--- config.mk ---
export PLATFORM = sky130hd
export DESIGN_NAME = mi3_fifo
export DESIGN_NICKNAME = d
export VERILOG_FILES = /design/src/design/mi3_pkg.sv /design/src/design/mi3_fifo.sv
export SDC_FILE = /design/constraint.sdc
export NUM_CORES = 1
export LEC_CHECK = 0
export BUFFER_PORTS_ARGS = -buffer_cell sky130_fd_sc_hd__buf_2
export CORE_ASPECT_RATIO = 2
export CORE_MARGIN = 1.5
export CORE_UTILIZATION = 30
export CTS_BUF_LIST = sky130_fd_sc_hd__clkbuf_8
export CTS_CLUSTER_DIAMETER = 60
export DETAILED_ROUTE_END_ITERATION = 7
export REMOVE_ABC_BUFFERS = 1
export SLEW_MARGIN = 20
export SYNTH_ARGS = -nofsm -noshare
export SYNTH_HDL_FRONTEND = slang
export SYNTH_SLANG_ARGS = --single-unit
--- constraint.sdc ---
create_clock -name clk -period 31.2 [get_ports clk]
set_input_delay 0 -clock clk [delete_from_list [all_inputs] [get_ports clk]]
set_output_delay 0 -clock clk [all_outputs]
set_load 0.05 [all_outputs]
--- src/design/mi3_pkg.sv ---
package mi3_pkg;

	localparam int unsigned LANES   = 9;
	localparam int unsigned ADJ_W   = 33;
	localparam int unsigned DET_W   = 50;
	localparam int unsigned MAG_W   = 48;
	localparam int unsigned NUM_W   = 58;
	localparam int unsigned DEN_W   = 49;
	localparam int unsigned QUO_W   = 31;
	localparam int unsigned TRIAL_W = DEN_W + QUO_W;
	localparam int unsigned FRAC_SH = 25;

	localparam logic [31:0] ONE_Q16 = 32'h0001_0000;
	localparam logic [31:0] SAT_POS = 32'h7FFF_FFFF;
	localparam logic [31:0] SAT_NEG = 32'h8000_0000;

	typedef struct packed {
		logic signed [15:0] a00;
		logic signed [15:0] a01;
		logic signed [15:0] a02;
		logic signed [15:0] a10;
		logic signed [15:0] a11;
		logic signed [15:0] a12;
		logic signed [15:0] a20;
		logic signed [15:0] a21;
		logic signed [15:0] a22;
	} mat_t;

	typedef struct packed {
		logic signed [31:0] inv00;
		logic signed [31:0] inv01;
		logic signed [31:0] inv02;
		logic signed [31:0] inv10;
		logic signed [31:0] inv11;
		logic signed [31:0] inv12;
		logic signed [31:0] inv20;
		logic signed [31:0] inv21;
		logic signed [31:0] inv22;
		logic               singular;
	} res_t;

	typedef struct packed {
		logic             neg;
		logic [NUM_W-1:0] num;
	} lane_t;

	typedef struct packed {
		lane_t [LANES-1:0] lanes;
		logic [DEN_W-1:0]  den;
		logic              singular;
	} job_t;

endpackage

--- src/design/mi3_fifo.sv ---
module mi3_fifo #(
	parameter int unsigned DEPTH = 4
) (
	input  logic          clk,
	input  logic          arst_n,
	input  logic          push,
	input  mi3_pkg::job_t push_data,
	output logic          full,
	input  logic          pop,
	output mi3_pkg::job_t head,
	output logic          empty
);
	import mi3_pkg::*;

	localparam int unsigned PTR_W = $clog2(DEPTH);
	localparam int unsigned CNT_W = $clog2(DEPTH + 1);

	job_t             mem [DEPTH];
	logic [PTR_W-1:0] wr_q, rd_q;
	logic [CNT_W-1:0] cnt_q;

	assign full  = (cnt_q == CNT_W'(DEPTH));
	assign empty = (cnt_q == '0);
	assign head  = mem[rd_q];

	always_ff @(posedge clk) begin
		if (push) begin
			mem[wr_q] <= push_data;
		end
	end

	always_ff @(posedge clk or negedge arst_n) begin
		if (!arst_n) begin
			wr_q  <= '0;
			rd_q  <= '0;
			cnt_q <= '0;
		end else begin
			if (push) begin
				wr_q <= (wr_q == PTR_W'(DEPTH - 1)) ? '0 : wr_q + 1'b1;
			end
			if (pop) begin
				rd_q <= (rd_q == PTR_W'(DEPTH - 1)) ? '0 : rd_q + 1'b1;
			end
			if (push && !pop) begin
				cnt_q <= cnt_q + 1'b1;
			end else if (pop && !push) begin
				cnt_q <= cnt_q - 1'b1;
			end
		end
	end

endmodule

After elaboration in Yosys (flattened, before gate mapping)

Memories as Yosys holds them, arrays and structs flattened.
Index checks and enable logic that the tools add are counted.

Register bits after elaboration: 7
Bits in writable memories: 2324
Input bits: 585
Output and inout port bits: 583
Logic and storage cells: 23
Memories kept: 1

Add/subtract/negate cells: 4
Equal/unequal tests: 3
Mux-type cells: 6
Reduce and logical (&&, ||, !) cells: 6

Memories:

| memory | depth | width | read ports | clocked after memory_dff | write ports | line           | text |
|---|---|---|---|---|---|---|---|
| mem    | 4     | 581   | 1          | 0                        | 1           | mi3_fifo.sv:18 | `job_t mem [DEPTH];` |

Operators by type and width:

| kind                                                                | count |
|---|---|
| 3-bit two-way mux                                                   | 2 |
| 2-bit by 1-bit adder with 2-bit output (second input constant)      | 2 |
| 2-bit == test (second input constant)                               | 2 |
| 2-bit two-way mux                                                   | 2 |
| 3-bit by 1-bit adder with 3-bit output (second input constant)      | 1 |
| 3-bit == test (second input constant)                               | 1 |
| 3-bit zero test                                                     | 1 |
| 3-bit by 1-bit subtractor with 3-bit output (second input constant) | 1 |
| 1-bit logical AND                                                   | 2 |
| 1-bit zero test                                                     | 2 |
| 1-bit two-way mux                                                   | 2 |
| 2-bit nonzero test                                                  | 1 |

Logic depth before layout (Yosys ltp)

Word-level depth: 4
Mapped depth: 7
Depth with buffers taken out: 7

Least setup slack after synthesis

OpenSTA, ideal clock, no wires.

Path type: register to register
From: register wr_q[0]
To: memory mem[2][0] (netlist bit) (enable)
Setup time: 1.020 ns
Data arrival time: 13.699 ns
Required time: 30.180 ns
Setup slack: 16.481 ns
Cell stages (with the launch flop): 4
Buffers on the path: 0
Clock period less this slack: 14.719 ns
Cell sequence: dfrtp_1 -> inv_1 -> ha_1 -> and2_1

RTL lines:

| element                | line           | text |
|---|---|---|
| start, declared        | mi3_fifo.sv:19 | `logic [PTR_W-1:0] wr_q, rd_q;` |
| start signal, assigned | mi3_fifo.sv:39 | `wr_q <= (wr_q == PTR_W'(DEPTH - 1)) ? '0 : wr_q + 1'b1;` |
| end, declared          | mi3_fifo.sv:18 |  |

Straight into the memory's write port.

==> out/metrics.yaml <==
timing:
  timing.setup.tns_ps: 0
  hold_violations: 0
  finalCriticalPeriod_ps: 5310
  skew_ps: 86.6
  max_freq_mhz: 188
  slew_viol_final: 0
  max_slew_margin_pct: 15.4
  hold_ws_ps: 64.1
  rsz0062_at_grt: "no"
  final-setup-viol-count: 0
  worstMarginPinSlew_ps: 1270
  post-route-period-util_pct: 17.0
  fin_ws_ps: 25890
synth:
  yosysWarnings: 0
  ys_seq_elements: 2331
  synthCells: 3072
  synth_top_cell_by_area: "edfxtp_1"
  synth_area_leaders: "edfxtp_1 (82%), mux4_2 (15%), buf_12 (1.3%)"
  yosys.area.top_type_share_pct: 82.3
  syn_area_sq_um: 84800
  ys_types: 21
  synth.avg_cell_area_sq_um: 27.6
  yosysSeqAreaShare_pct: 82.5
cts:
  htree_levels: 5
  cts_sinks: 2331
  ctsResizeCount: 0
  cts_tree: "yes"
  cts_root_buf: "clkbuf_8"
  clk_pin_slew_worst_paths_ps: 70
  clk_path_buf_depth: 4
  numCtsBuffers: 329
  clkLatencyLatePin_ps: 1040
placed_design:
  hpwl_um: 215000
  routabilityCongestion: 0.921
  post-place-ws_ps: 26290
  place_area_sq_um: 94400
  io_buffer_count: 1167
  placed_cells: 7915
cells_and_area:
  post-route-util_pct: 40.2
  nNetsFinal: 6246
  n_fill_cell: 25000
  syn_to_final_growth_pct: 33.4
  instances_no_fill: 9846
  post-route-cell-area_sq_um: 113000
  drive_above_1_share_pct: 38.2
worst_setup_path:
  rrSetupSlack_ps: 26400
  crit_path_end: "head[151]"
  worstReg2RegEnd: "mem[3][207]"
  cp_data_arrival_time_ps: 5310
  worstPathRequired_ps: 31200
  rr_startpoint: "wr_q[0]"
  ff2ff_path_depth: 6
  setup.worst_path.start: "rd_q[1]"
  start_kind: "flop"
  cp-end-kind: "output port"
  path_class: "reg2out"
  worstPathMaxFanout: 70
floorplan:
  die_h_um: 755
  start_util_pct: 30.1
  die_area_sq_um: 286000
  num_io_pins: 1168
  fp-row-count: 276
  core_area_sq_um: 282000
  dieWidth_um: 379
pwr:
  power_density_nw_per_um2: 101
  total_power_mw: 11.4
  leakagePower_nw: 38.6
  vdd_drop_max_mv: 0.108
outcome:
  outcome: "completed"
grt:
  antenna_found_initial: 229
  grt_max_degree: 132
  grt_pass1_wl_um: 403000
  grt_usage_pct: 20.5
  grt-ovfl-total: 0
  grt_pass1_vias: 49100
min_path:
  hold_path_class: "in2reg"
  min_from: "push_data[117]"
drt:
  drtIter0Drc: 4137
  ant_nets: 0
  drc: 0
  drt-total-wl_um: 300000
  num_vias: 46600
  vias_per_cell: 4.74
  drt_first_pass_iters: 5
  avgRoutedWirePerCell_um: 30.5
flow_run:
  cap_violations: 0
-- worst min-delay path by stage --
stage	to	depth (start not counted)
detailed placement	wr_q[1]	1
global route	mem[1][156]	2
global placement	wr_q[1]	1
finish	mem[3][117]	2
CTS	mem[2][156]	2
floorplan	cnt_q[0]	0
-- flip-flops by register name, summed over array words and instances (netlist names) --
register,flops
mem,2324
cnt_q,3
rd_q,2
wr_q,2
-- layout by cell type, fill, tap and decap left out --
master         synthesis  final
fa_1                   1      1
diode_2                0    179
inv_8                  0      3
nor3b_1                1      1
inv_1                  4     62
clkinv_8               0      6
buf_6                  2      2
and2_4                 0      4
mux4_2               581    581
buf_16                 0      2
inv_16                 0      1
mux2_2                 3      3
xnor2_1                1      1
clkinvlp_4             0     13
clkinv_4               0      3
inv_12                 0      4
edfxtp_1            2324   2324
dfrtp_4                0      2
buf_2                 60   1167
buf_4                  1     41
nand2_1                2      2
nor3_1                 1      1
inv_6                  0     12
nor2_1                 3      3
o21ai_0                2      2
clkinv_2               0     48
dfrtp_1                7      5
buf_12                55      9
xor2_1                 2      2
bufinv_16              0     31
clkinv_1               0     82
dlygate4sd3_1          0   1160
ha_1                   6      6
clkbuf_8               0    330
-- critical path, cell delays in order (launching register included) --
cell and delay, ps:
dfrtp_4 910, buf_4 660, buf_4 870, buf_4 910
mux4_2 450, buf_2 280
-- kinds of logic after synthesis --
| family | count (synthesis) | synth area share [%] |
|---|---|---|
| adders and majority gates | 7 | 0.112 |
| AOI/OAI and AO/OA | 2 | 0.0118 |
| DFF | 2331 | 82.5 |
| buffers and inverters | 134 | 1.85 |
| and+or+nand+nor | 11 | 0.0664 |
| muxes | 584 | 15.5 |
| xor gates and xnor gates | 3 | 0.0310 |
-- synthesized netlist by cell type --
cell type	number
and2_1	4
buf_12	55
buf_2	60
buf_4	1
buf_6	2
buf_8	7
clkbuf_1	5
dfrtp_1	7
edfxtp_1	2324
fa_1	1
ha_1	6
inv_1	4
mux2_2	3
mux4_2	581
nand2_1	2
nor2_1	3
nor3_1	1
nor3b_1	1
o21ai_0	2
xnor2_1	1
xor2_1	2
-- per-layer routing --
layer	vias up	routed length [um]	GRT usage, %
met4	64	21300	11.5
met1	23900	95500	20.8
met2	2851	144000	34.2
met3	884	38800	9.67
li1	18900	-	-
met5	-	414	0
-- where the power goes --
group	total [mW]	internal (mW)	switching [mW]	leakage, nW
Combinational	4.76	1.25	3.50	13.5
Sequential	4.14	4.01	0.131	21.4
Clock	2.48	1.27	1.21	3.60
Total	11.4	6.53	4.85	38.6
-- layout make-up --
cell class	instances	area, sq um	area share [%]
Inverter	4	15.0	0.0133
Clock inverter	261	2140	1.89
Sequential cell	2331	70000	61.8
Antenna cell	179	448	0.396
Tap cell	3753	4700	4.15
Multi-Input combinational cell	607	13300	11.8
Clock buffer	330	4540	4.01
Timing Repair Buffer	2381	18000	15.9
-- what timing repair did --
action / in CTS / in global routing
buffers inserted: 0 / 0
hold buffers: 1160 / 0
hold endpoints to repair: 2507 / 0
(Power assumes the default switching activity.)
